[src/rtl/sqd_pkg.sv]
// ----------------------------------------------------------------------------
// sqd_pkg
// shared types and constants of the squared l2 distance block
// ----------------------------------------------------------------------------
package sqd_pkg;

   localparam int ELEM_W  = 8;
   localparam int LEN_W   = 11;
   localparam int DIST_W  = 26;
   localparam int INDEX_W = 16;
   localparam int ADDR_W  = 16;
   localparam int SQ_W    = 17;

   localparam logic [LEN_W-1:0]  LEN_RESET = 11'd128;
   localparam logic [DIST_W-1:0] DIST_MAX  = {DIST_W{1'b1}};

   localparam logic ACT_LOAD = 1'b0;
   localparam logic ACT_CAND = 1'b1;

   localparam int QUEUE_DEPTH = 4;
   localparam int QPTR_W      = 2;

   typedef struct packed {
      logic                      is_cand;
      logic                      first;
      logic                      last;
      logic [ADDR_W-1:0]         addr;
      logic signed [ELEM_W-1:0]  value;
      logic [INDEX_W-1:0]        index;
   } op_type;

endpackage

[src/rtl/sqd_queue.sv]
// ----------------------------------------------------------------------------
// sqd_queue
// short operation queue between front and back
// ----------------------------------------------------------------------------
module sqd_queue (
   input  logic            clock,
   input  logic            reset,
   input  logic            push,
   input  sqd_pkg::op_type push_op,
   output logic            full,
   input  logic            pop,
   output logic            empty,
   output sqd_pkg::op_type head_op
);

   sqd_pkg::op_type                entry_ff [sqd_pkg::QUEUE_DEPTH];
   logic [sqd_pkg::QPTR_W-1:0]     wr_ptr_ff, rd_ptr_ff;
   logic [sqd_pkg::QPTR_W:0]       count_ff;
   logic                           do_push, do_pop;

   assign full    = (count_ff == (sqd_pkg::QPTR_W+1)'(sqd_pkg::QUEUE_DEPTH));
   assign empty   = (count_ff == '0);
   assign do_push = push && !full;
   assign do_pop  = pop && !empty;
   assign head_op = entry_ff[rd_ptr_ff];

   always_ff @(posedge clock) begin
      if (do_push) begin
         entry_ff[wr_ptr_ff] <= push_op;
      end
   end

   always_ff @(posedge clock) begin
      if (reset) begin
         wr_ptr_ff <= '0;
         rd_ptr_ff <= '0;
         count_ff  <= '0;
      end else begin
         if (do_push) begin
            wr_ptr_ff <= wr_ptr_ff + sqd_pkg::QPTR_W'(1);
         end
         if (do_pop) begin
            rd_ptr_ff <= rd_ptr_ff + sqd_pkg::QPTR_W'(1);
         end
         case ({do_push, do_pop})
            2'b10:   count_ff <= count_ff + (sqd_pkg::QPTR_W+1)'(1);
            2'b01:   count_ff <= count_ff - (sqd_pkg::QPTR_W+1)'(1);
            default: count_ff <= count_ff;
         endcase
      end
   end

endmodule

[config.mk]
export PLATFORM = sky130hd
export DESIGN_NAME = sqd_queue
export DESIGN_NICKNAME = d
export VERILOG_FILES = /design/src/rtl/sqd_pkg.sv /design/src/rtl/sqd_queue.sv
export SDC_FILE = /design/constraint.sdc
export NUM_CORES = 1
export LEC_CHECK = 0
export BUFFER_PORTS_ARGS = -buffer_cell sky130_fd_sc_hd__buf_2
export CORE_MARGIN = 2
export CORE_UTILIZATION = 57
export DETAILED_ROUTE_END_ITERATION = 10
export PLACE_DENSITY = 0.86
export SLEW_MARGIN = 20
export SYNTH_ARGS = -nofsm -noshare
export SYNTH_HDL_FRONTEND = slang
export SYNTH_SLANG_ARGS = --single-unit
[constraint.sdc]
create_clock -name clock -period 2.6 [get_ports clock]
set_clock_uncertainty 0.15 [all_clocks]
set_input_delay 0.39 -clock clock [delete_from_list [all_inputs] [get_ports clock]]
set_output_delay 0.39 -clock clock [all_outputs]
set_load 0.05 [all_outputs]
==> results.json <==
{
  "setup_viol": 0,
  "num_rows": 39,
  "yosys.area.top_type": "edfxtp_1",
  "ys_seq_elements": 181,
  "fmax_ghz": 0.417,
  "syn-instance-count": 279,
  "critPathRequiredTime_ps": 2800,
  "highest_layer": "met4",
  "async_flop_share_pct": 0,
  "wl_met1_um": 4490,
  "drcViolationCount": 0,
  "area_growth_pct": 19.1,
  "syn-mean-instance-area_um2": 24.2,
  "cpMaxStageDelayCell": "dfxtp_1",
  "cts.sinks": 181,
  "cp_max_fo": 6,
  "crit_path_max_incr_delay_ps": 440,
  "cts_max_level": 4,
  "min_path_type": "primary input to flip-flop",
  "path_buf_inv": 2,
  "ant_nets": 0,
  "firstDrtPassIters": 6,
  "synth-edff-count": 172,
  "synth_area_um2": 6750,
  "endpoint_kind": "flip-flop",
  "place_ws_ps": 262,
  "clk_latency_ps": 410,
  "drv_cap": 0,
  "die_area_um2": 12700,
  "critPathKind": "flip-flop to flip-flop",
  "port_buffers": 91,
  "synthTopCellsByCount": "172 x edfxtp_1, 40 x mux4_2, 9 x dfxtp_1",
  "wl_met2_um": 5580,
  "ctsHoldBuffers": 0,
  "drtIter0Drc": 174,
  "finalInstanceArea_um2": 8030,
  "via_per_inst": 5.60,
  "cts_setup_buffers": 3,
  "drive_gt1_share_pct": 44.7,
  "cts_tree": "done",
  "cts.clk_slew.worst_paths_ps": 60,
  "die_w_um": 113,
  "grt_pass1_vias": 3239,
  "synth_cell_types": 25,
  "cts.repair.resized": 0,
  "routabilityCongestion": 0.676,
  "core_area_um2": 11500,
  "drv_slew": 0,
  "ir_drop_mv": 0.867,
  "track_usage_pct": 18.1,
  "grt_max_degree": 44,
  "rsz0062_at_grt": "false",
  "numCtsBuffers": 17,
  "crit_chain": "nor3b_4, nor2_2, inv_1, ha_1, inv_1, fa_1, xor2_1, or3_1, a21oi_1",
  "worst_pin_slew_ps": 356,
  "placed_area_um2": 7420,
  "wl_um": 10900,
  "critPathLaunchType": "flip-flop",
  "status": "finished clean",
  "slew-limit-headroom_pct": 76.3,
  "grt_pass1_wl_um": 16800,
  "post-route-min-period_ps": 2400,
  "die_h_um": 113,
  "vias": 3056,
  "fin_crit_sh_pct": 92.2,
  "ys_seq_area_share_pct": 79.2,
  "wl_met3_um": 660,
  "arrival_ps": 2590,
  "io_pins": 92,
  "synth_top_cell_area_share_pct": 76.5,
  "initial_utilization_pct": 58.8,
  "root_buffer": "clkbuf_16",
  "p_per_area_nw_per_um2": 1100,
  "synth-main-ff-cell": "edfxtp_1",
  "synth-warning-count": 0,
  "fin_setup_tns_ps": 0,
  "fin_ws_ps": 203,
  "clk_path_buf_depth": 2,
  "dp_hpwl_um": 6570,
  "crit_family": "simple AND/OR/NAND/NOR gates",
  "grt_antenna_before_repair": 0,
  "utilization_pct": 70.1,
  "final_nets": 443,
  "synth_area_leaders": "edfxtp_1 77%, mux4_2 13%, dfxtp_1 2.7%",
  "num_antenna_cells": 0,
  "cpMostUsedCell": "inv_1",
  "synth_most_common_cell": "edfxtp_1",
  "synth_nets": 332,
  "post_drt_wl_per_cell_um": 19.9,
  "grt_overflow": 0,
  "hold_viol_final": 0,
  "p_leak_nw": 2.75
}
sequential cells by signal, summed over array words and instances, names as in the netlist, named ones only:
name and cells:
entry_ff 172, count_ff 3, wr_ptr_ff 2, rd_ptr_ff 2
cell usage in the layout (no fill, tap or decap), types with 2 or more instances in the layout:
| cell | netlist | layout |
|---|---|---|
| clkinvlp_4 | 0 | 3 |
| inv_1 | 8 | 8 |
| buf_12 | 4 | 6 |
| mux4_1 | 3 | 3 |
| clkinv_2 | 0 | 2 |
| dfxtp_1 | 9 | 7 |
| or3_1 | 3 | 3 |
| clkbuf_1 | 1 | 5 |
| ha_1 | 5 | 5 |
| and2_2 | 0 | 4 |
| o21ai_0 | 3 | 3 |
| buf_2 | 4 | 91 |
| clkbuf_16 | 0 | 17 |
| buf_4 | 0 | 6 |
| edfxtp_1 | 172 | 172 |
| bufinv_16 | 0 | 3 |
| a21oi_1 | 4 | 4 |
| nor2_1 | 5 | 5 |
| mux4_2 | 40 | 40 |
| xor2_1 | 3 | 3 |
| nand2b_1 | 2 | 2 |
routing by layer:
layer | global-route usage [%] | up-vias
li1 | - | 1385
met3 | 5.78 | 14
met1 | 22.8 | 1554
met2 | 30.1 | 103
met5 | 0 | -
met4 | 6.26 | 0
per-stage QoR:
step	std cells	total power [mW]	hold WS (ps)
after floorplan	279	5.89	309
after global placement	511	6.37	317
after detailed placement	511	6.42	348
after CTS	546	8.96	19.6
after global routing	546	9.19	17.1
final	546	8.87	36.4
kinds of logic (layout without fill, tap and decap cells):
family	count (synthesis)	count (layout)	synth area share, %
xor gates and xnor gates	3	3	0.389
muxes	44	44	14.7
AOI/OAI and AO/OA	8	8	0.705
adders and majority gates	6	6	1.22
DFF	181	181	79.2
buffers and inverters	19	143	2.21
and+or+nand+nor	18	18	1.59
final timing paths:
| kind | cells past startpoint | to | slack [ps] | start |
|---|---|---|---|---|
| worst max register to register | 9 | count_ff[2] | 200 | count_ff[2] |
| worst min-delay path | 1 | entry_ff[2][23] | 40 | push_op[23] |
| worst min register to register | 2 | flip-flop | 360 | rd_ptr_ff[1] |
| worst max-delay path | 9 | count_ff[2] | 200 | count_ff[2] |
power breakdown:
part           switching (mW)  total, mW  internal [mW]
clock network           0.971       2.51           1.54
registers               0.121       3.61           3.49
logic                    1.83       2.75          0.927
total                    2.92       8.87           5.95
cell type report:
type / instances / area (um2)
fill: 675 / 3430
timing repair buffer: 103 / 621
inverter: 8 / 30.0
sequential: 181 / 5350
multi-input combinational: 79 / 1260
clock buffer: 23 / 458
tap: 143 / 179
clock inverter: 9 / 131
Power figures use the tool's default switching activity.
