[src/rtl/sqd_pkg.sv]
// ----------------------------------------------------------------------------
// sqd_pkg
// shared types and constants of the squared l2 distance block
// ----------------------------------------------------------------------------
package sqd_pkg;

   localparam int ELEM_W  = 8;
   localparam int LEN_W   = 11;
   localparam int DIST_W  = 26;
   localparam int INDEX_W = 16;
   localparam int ADDR_W  = 16;
   localparam int SQ_W    = 17;

   localparam logic [LEN_W-1:0]  LEN_RESET = 11'd128;
   localparam logic [DIST_W-1:0] DIST_MAX  = {DIST_W{1'b1}};

   localparam logic ACT_LOAD = 1'b0;
   localparam logic ACT_CAND = 1'b1;

   localparam int QUEUE_DEPTH = 4;
   localparam int QPTR_W      = 2;

   typedef struct packed {
      logic                      is_cand;
      logic                      first;
      logic                      last;
      logic [ADDR_W-1:0]         addr;
      logic signed [ELEM_W-1:0]  value;
      logic [INDEX_W-1:0]        index;
   } op_type;

endpackage

[src/rtl/sqd_front.sv]
// ----------------------------------------------------------------------------
// sqd_front
// accepts requests, tracks positions and candidate count, issues operations
// ----------------------------------------------------------------------------
module sqd_front #(
   parameter int MAX_LEN = 1024
) (
   input  logic                            clock,
   input  logic                            reset,
   input  logic                            csr_we,
   input  logic [sqd_pkg::LEN_W-1:0]       csr_wdata,
   input  logic                            req_valid,
   output logic                            req_ready,
   input  logic                            req_action,
   input  logic signed [sqd_pkg::ELEM_W-1:0] req_element_value,
   input  logic                            q_full,
   output logic                            q_push,
   output sqd_pkg::op_type                 q_op
);

   localparam int PW  = (MAX_LEN > 1) ? $clog2(MAX_LEN) : 1;
   localparam int LW0 = $clog2(MAX_LEN + 1);
   localparam int LW  = (LW0 > sqd_pkg::LEN_W) ? LW0 : sqd_pkg::LEN_W;

   logic [sqd_pkg::LEN_W-1:0]   len_ff;
   logic [PW-1:0]               load_pos_ff, load_pos_in;
   logic [PW-1:0]               elem_pos_ff, elem_pos_in;
   logic [sqd_pkg::INDEX_W-1:0] vcount_ff, vcount_in;
   logic                        sum_clr_ff, sum_clr_in;

   logic [LW-1:0] len_raw, len, lp, lp_next, ep, ep_next;
   logic          accept;

   assign req_ready = !q_full;
   assign accept    = req_valid && !q_full;
   assign q_push    = accept;
   assign len_raw   = LW'(len_ff);

   always_comb begin
      if (len_ff == '0) begin
         len = LW'(1);
      end else if (len_raw > LW'(MAX_LEN)) begin
         len = LW'(MAX_LEN);
      end else begin
         len = len_raw;
      end

      lp      = (LW'(load_pos_ff) >= len) ? '0 : LW'(load_pos_ff);
      ep      = (LW'(elem_pos_ff) >= len) ? '0 : LW'(elem_pos_ff);
      lp_next = lp + LW'(1);
      ep_next = ep + LW'(1);

      load_pos_in = load_pos_ff;
      elem_pos_in = elem_pos_ff;
      vcount_in   = vcount_ff;
      sum_clr_in  = sum_clr_ff;

      // running sum restarts only after reset, a load or a finished candidate
      q_op.is_cand = (req_action == sqd_pkg::ACT_CAND);
      q_op.value   = req_element_value;
      q_op.index   = vcount_ff;
      q_op.first   = sum_clr_ff;
      q_op.last    = (ep_next >= len);

      if (req_action == sqd_pkg::ACT_CAND) begin
         q_op.addr = sqd_pkg::ADDR_W'(ep);
         if (ep_next >= len) begin
            elem_pos_in = '0;
            vcount_in   = vcount_ff + sqd_pkg::INDEX_W'(1);
            sum_clr_in  = 1'b1;
         end else begin
            elem_pos_in = PW'(ep_next);
            sum_clr_in  = 1'b0;
         end
      end else begin
         q_op.addr   = sqd_pkg::ADDR_W'(lp);
         elem_pos_in = '0;
         sum_clr_in  = 1'b1;
         if (lp == '0) begin
            vcount_in = '0;
         end
         load_pos_in = (lp_next >= len) ? '0 : PW'(lp_next);
      end
   end

   always_ff @(posedge clock) begin
      if (reset) begin
         len_ff      <= sqd_pkg::LEN_RESET;
         load_pos_ff <= '0;
         elem_pos_ff <= '0;
         vcount_ff   <= '0;
         sum_clr_ff  <= 1'b1;
      end else begin
         if (csr_we) begin
            len_ff <= csr_wdata;
         end
         if (accept) begin
            load_pos_ff <= load_pos_in;
            elem_pos_ff <= elem_pos_in;
            vcount_ff   <= vcount_in;
            sum_clr_ff  <= sum_clr_in;
         end
      end
   end

endmodule

[config.mk]
export PLATFORM = sky130hd
export DESIGN_NAME = sqd_front
export DESIGN_NICKNAME = d
export VERILOG_FILES = /design/src/rtl/sqd_pkg.sv /design/src/rtl/sqd_front.sv
export SDC_FILE = /design/constraint.sdc
export NUM_CORES = 1
export LEC_CHECK = 0
export ABC_AREA = 1
export ABC_CLOCK_PERIOD_IN_PS = 5600
export BUFFER_PORTS_ARGS = -buffer_cell sky130_fd_sc_hd__buf_2
export CAP_MARGIN = 20
export CORE_MARGIN = 8
export CORE_UTILIZATION = 58
export CTS_CLUSTER_DIAMETER = 40
export DETAILED_ROUTE_END_ITERATION = 8
export GPL_TIMING_DRIVEN = 0
export PLACE_DENSITY = 0.82
export SYNTH_ARGS = -nofsm -noshare
export SYNTH_HDL_FRONTEND = slang
export SYNTH_SLANG_ARGS = --single-unit
[constraint.sdc]
create_clock -name clock -period 5.6 [get_ports clock]
set_input_delay 1.12 -clock clock [delete_from_list [all_inputs] [get_ports clock]]
set_output_delay 1.12 -clock clock [all_outputs]
set_load 0.05 [all_outputs]
==> flow_metrics.tcl <==
set metrics [dict create \
    period_needed_ns 5.65 \
    critPathMostFrequentCell "ha_4" \
    routed_wl_mm 14.0 \
    setup_viol 1 \
    num_io_pins 70 \
    yosys.area.top_type "dfxtp_1" \
    cts_max_path_buffers 2 \
    drt_first_pass_iters 6 \
    async_flop_share 0 \
    hold_end "vcount_ff[5]$_SDFFE_PP0P_" \
    layout.nets 813 \
    drive_above_1_share 0.272 \
    cts_root_buf "clkbuf_8" \
    p_leak_nw 2.43 \
    hp-class "reg -> reg" \
    slew_viol_final 0 \
    gp_congestion 0.953 \
    synth_warnings 0 \
    grt.overflow.total 0 \
    dr.first_iter.drc_count 519 \
    post-route-period-util 1.01 \
    path_class "reg -> out" \
    ctsHtreeMaxLevel 2 \
    dieWidth_microns 101 \
    fp-row-count 31 \
    netlist-cell-type-count 41 \
    cts_tree "yes" \
    initial_core_util 0.586 \
    viasPerCell 5.80 \
    cts.sinks 48 \
    synth_seq_cells 48 \
    critPathMaxFanout 8 \
    grt_start_max_net_pins 15 \
    grt_pass1_wl_mm 20.0 \
    fmax_ghz 0.177 \
    synth-seq-area-share 0.230 \
    tns_ns -0.0468 \
    final_hold_viol_count 0 \
    antenna_found_initial 0 \
    status "finished with violations" \
    maxCapViolations 0 \
    ant_nets 0 \
    violations "negative setup slack" \
    cts.clk_slew.worst_paths_ns 0.09 \
    hold_start "vcount_ff[5]$_SDFFE_PP0P_" \
    clock_skew_ns 0.0110 \
    syn_to_final_growth_pct 29.0 \
    syn_avg_cell_area_sq_um 6.56 \
    reg2reg_to "elem_pos_ff[9]$_SDFFE_PP0P_" \
    nFillCells 529 \
    worst_pin_slew_ns 0.561 \
    layout_common_cells "nand2_1, nor2_1, inv_1" \
    dp_hpwl_mm 9.39 \
    numCtsBuffers 5 \
    synth_area_leaders "dfxtp_1, ha_1, nand2_1, a21oi_1, nor2_1" \
    clkLatencyLatePin_ns 0.31 \
    synth-edff-count 0 \
    io_buffers 54 \
    die_h_microns 101 \
    grt_use_total 0.241 \
    num_vias 4878 \
    n_antenna_cell 0 \
    whs_path_depth 2 \
    worstRegToRegCells 34 \
    layout_setup_ws_ns -0.0468 \
    holdBufCountCts 0 \
    worstReg2RegStart "len_ff[7]$_SDFFE_PP1P_" \
    dieArea_sq_mm 0.0102 \
    ir_worst_vdd_v 0.000116 \
    route.detailed.wl_per_inst_microns 16.7 \
    crit_path_max_incr_delay_ns 0.37 \
    grt_pass1_vias 4254 \
    synth_flop_cell "dfxtp_1" \
    endpoint_kind "output pin" \
    layout_commonest_cell "nand2_1" \
    cp_slowest_cell "dfxtp_4" \
    worst_setup_path_start_kind "flop" \
    place_area_sq_mm 0.00460 \
    core_sq_mm 0.00714 \
    rsz0062_at_grt "yes" \
    required_ns 4.48 \
    synthCells 638 \
    arrival_ns 4.53 \
    syn_area_sq_mm 0.00419 \
    synth_top_area_frac 0.230 \
    power_per_cell_area_mw_per_mm2 155 \
    r2r_setup_slack_ns 0.02 \
    slew_headroom 0.626 \
    final_area_sq_mm 0.00540 \
    drc 0 \
]
[state kept, by name, indices dropped and copies added, names as in the netlist]
signal	cells
len_ff	11
load_pos_ff	10
sum_clr_ff	1
vcount_ff	16
elem_pos_ff	10
[logic make-up after synthesis]
family | after synthesis | synth area share
buf+inv | 99 | 0.109
compound gates | 95 | 0.121
xor+xnor | 17 | 0.0356
fa+ha+maj | 46 | 0.138
other cells | 1 | 0.000896
simple gates | 332 | 0.366
flops | 48 | 0.230
[report_power, final]
part	internal, W	switching [W]	leakage (nW)	total [W]
logic	0.0000985	0.000163	2.00	0.000261
registers	0.000348	0.0000121	0.391	0.000360
clock network	0.0000851	0.000128	0.0400	0.000213
total	0.000532	0.000303	2.43	0.000835
[critical path, delay by kind of cell, from the launching register on]
kind / cells / cell delay, ns
flip-flops: 1 / 0.37
adder cells (fa/ha/maj): 3 / 0.67
AO/OA/AOI/OAI: 2 / 0.28
buffers and inverters: 7 / 1.00
AND/OR/NAND/NOR: 14 / 1.90
[per-stage QoR]
stage | setup WS [ns] | hold WS, ns | utilization | power (W) | std cells
6_report | -0.0468 | 0.490 | 0.757 | 0.000835 | 841
4_1_cts | 0.00825 | 0.490 | 0.673 | 0.000767 | 809
3_5_place_dp | -0.212 | 0.476 | 0.644 | 0.000550 | 796
2_1_floorplan | 0.469 | 0.431 | - | 0.000504 | 643
3_3_place_gp | -0.0473 | 0.445 | 0.644 | 0.000544 | 796
5_1_grt | -0.238 | 0.523 | 0.757 | 0.000866 | 841
[worst max path at each step]
stage	cells after the start	end	start
final	26	q_op[40]	len_ff[7]$_SDFFE_PP1P_
after global routing	27	q_op[40]	len_ff[7]$_SDFFE_PP1P_
after CTS	27	q_op[40]	len_ff[4]$_SDFFE_PP0P_
after detailed placement	27	q_op[40]	len_ff[4]$_SDFFE_PP0P_
after global placement	27	q_op[40]	len_ff[4]$_SDFFE_PP0P_
after floorplan	26	q_op[40]	len_ff[4]$_SDFFE_PP0P_
[routing by layer]
layer  vias up  track usage  routed length, microns
li1       2284            -                       -
met2       285        0.388                    6770
met1      2246        0.310                    5490
met5         -            0                       0
met4         0        0.103                     554
met3        63       0.0401                    1210
[repair_timing]
action / 4_1_cts / 5_1_grt
setup buffers: 6 / 32
resized for setup: 22 / 72
endpoints found under the setup margin: 1 / 38
pin swaps: 2 / 25
[final cells by class]
cell class / count / area [sq um] / share of cell area
inverters: 68 / 279 / 0.0517
repair buffers: 92 / 566 / 0.105
plain buffers: 31 / 214 / 0.0396
multi-input cells: 496 / 3170 / 0.586
flip-flops and latches: 48 / 970 / 0.180
well taps: 99 / 124 / 0.0229
clock inverters: 2 / 12.5 / 0.00232
clock buffers: 5 / 68.8 / 0.0127
[synth_stat cells, types with 5 or more instances]
master,number
clkbuf_1,11
dfxtp_1,48
o21ai_0,28
nand2_1,152
a21oi_1,55
inv_1,62
nand4_1,15
nor2_2,5
nor2_1,71
buf_4,16
nor3_1,7
ha_1,46
nand3_1,47
and2_1,8
xor2_1,12
xnor2_1,5
nor2_4,5
No activity file was read; power rests on OpenSTA's default activity.
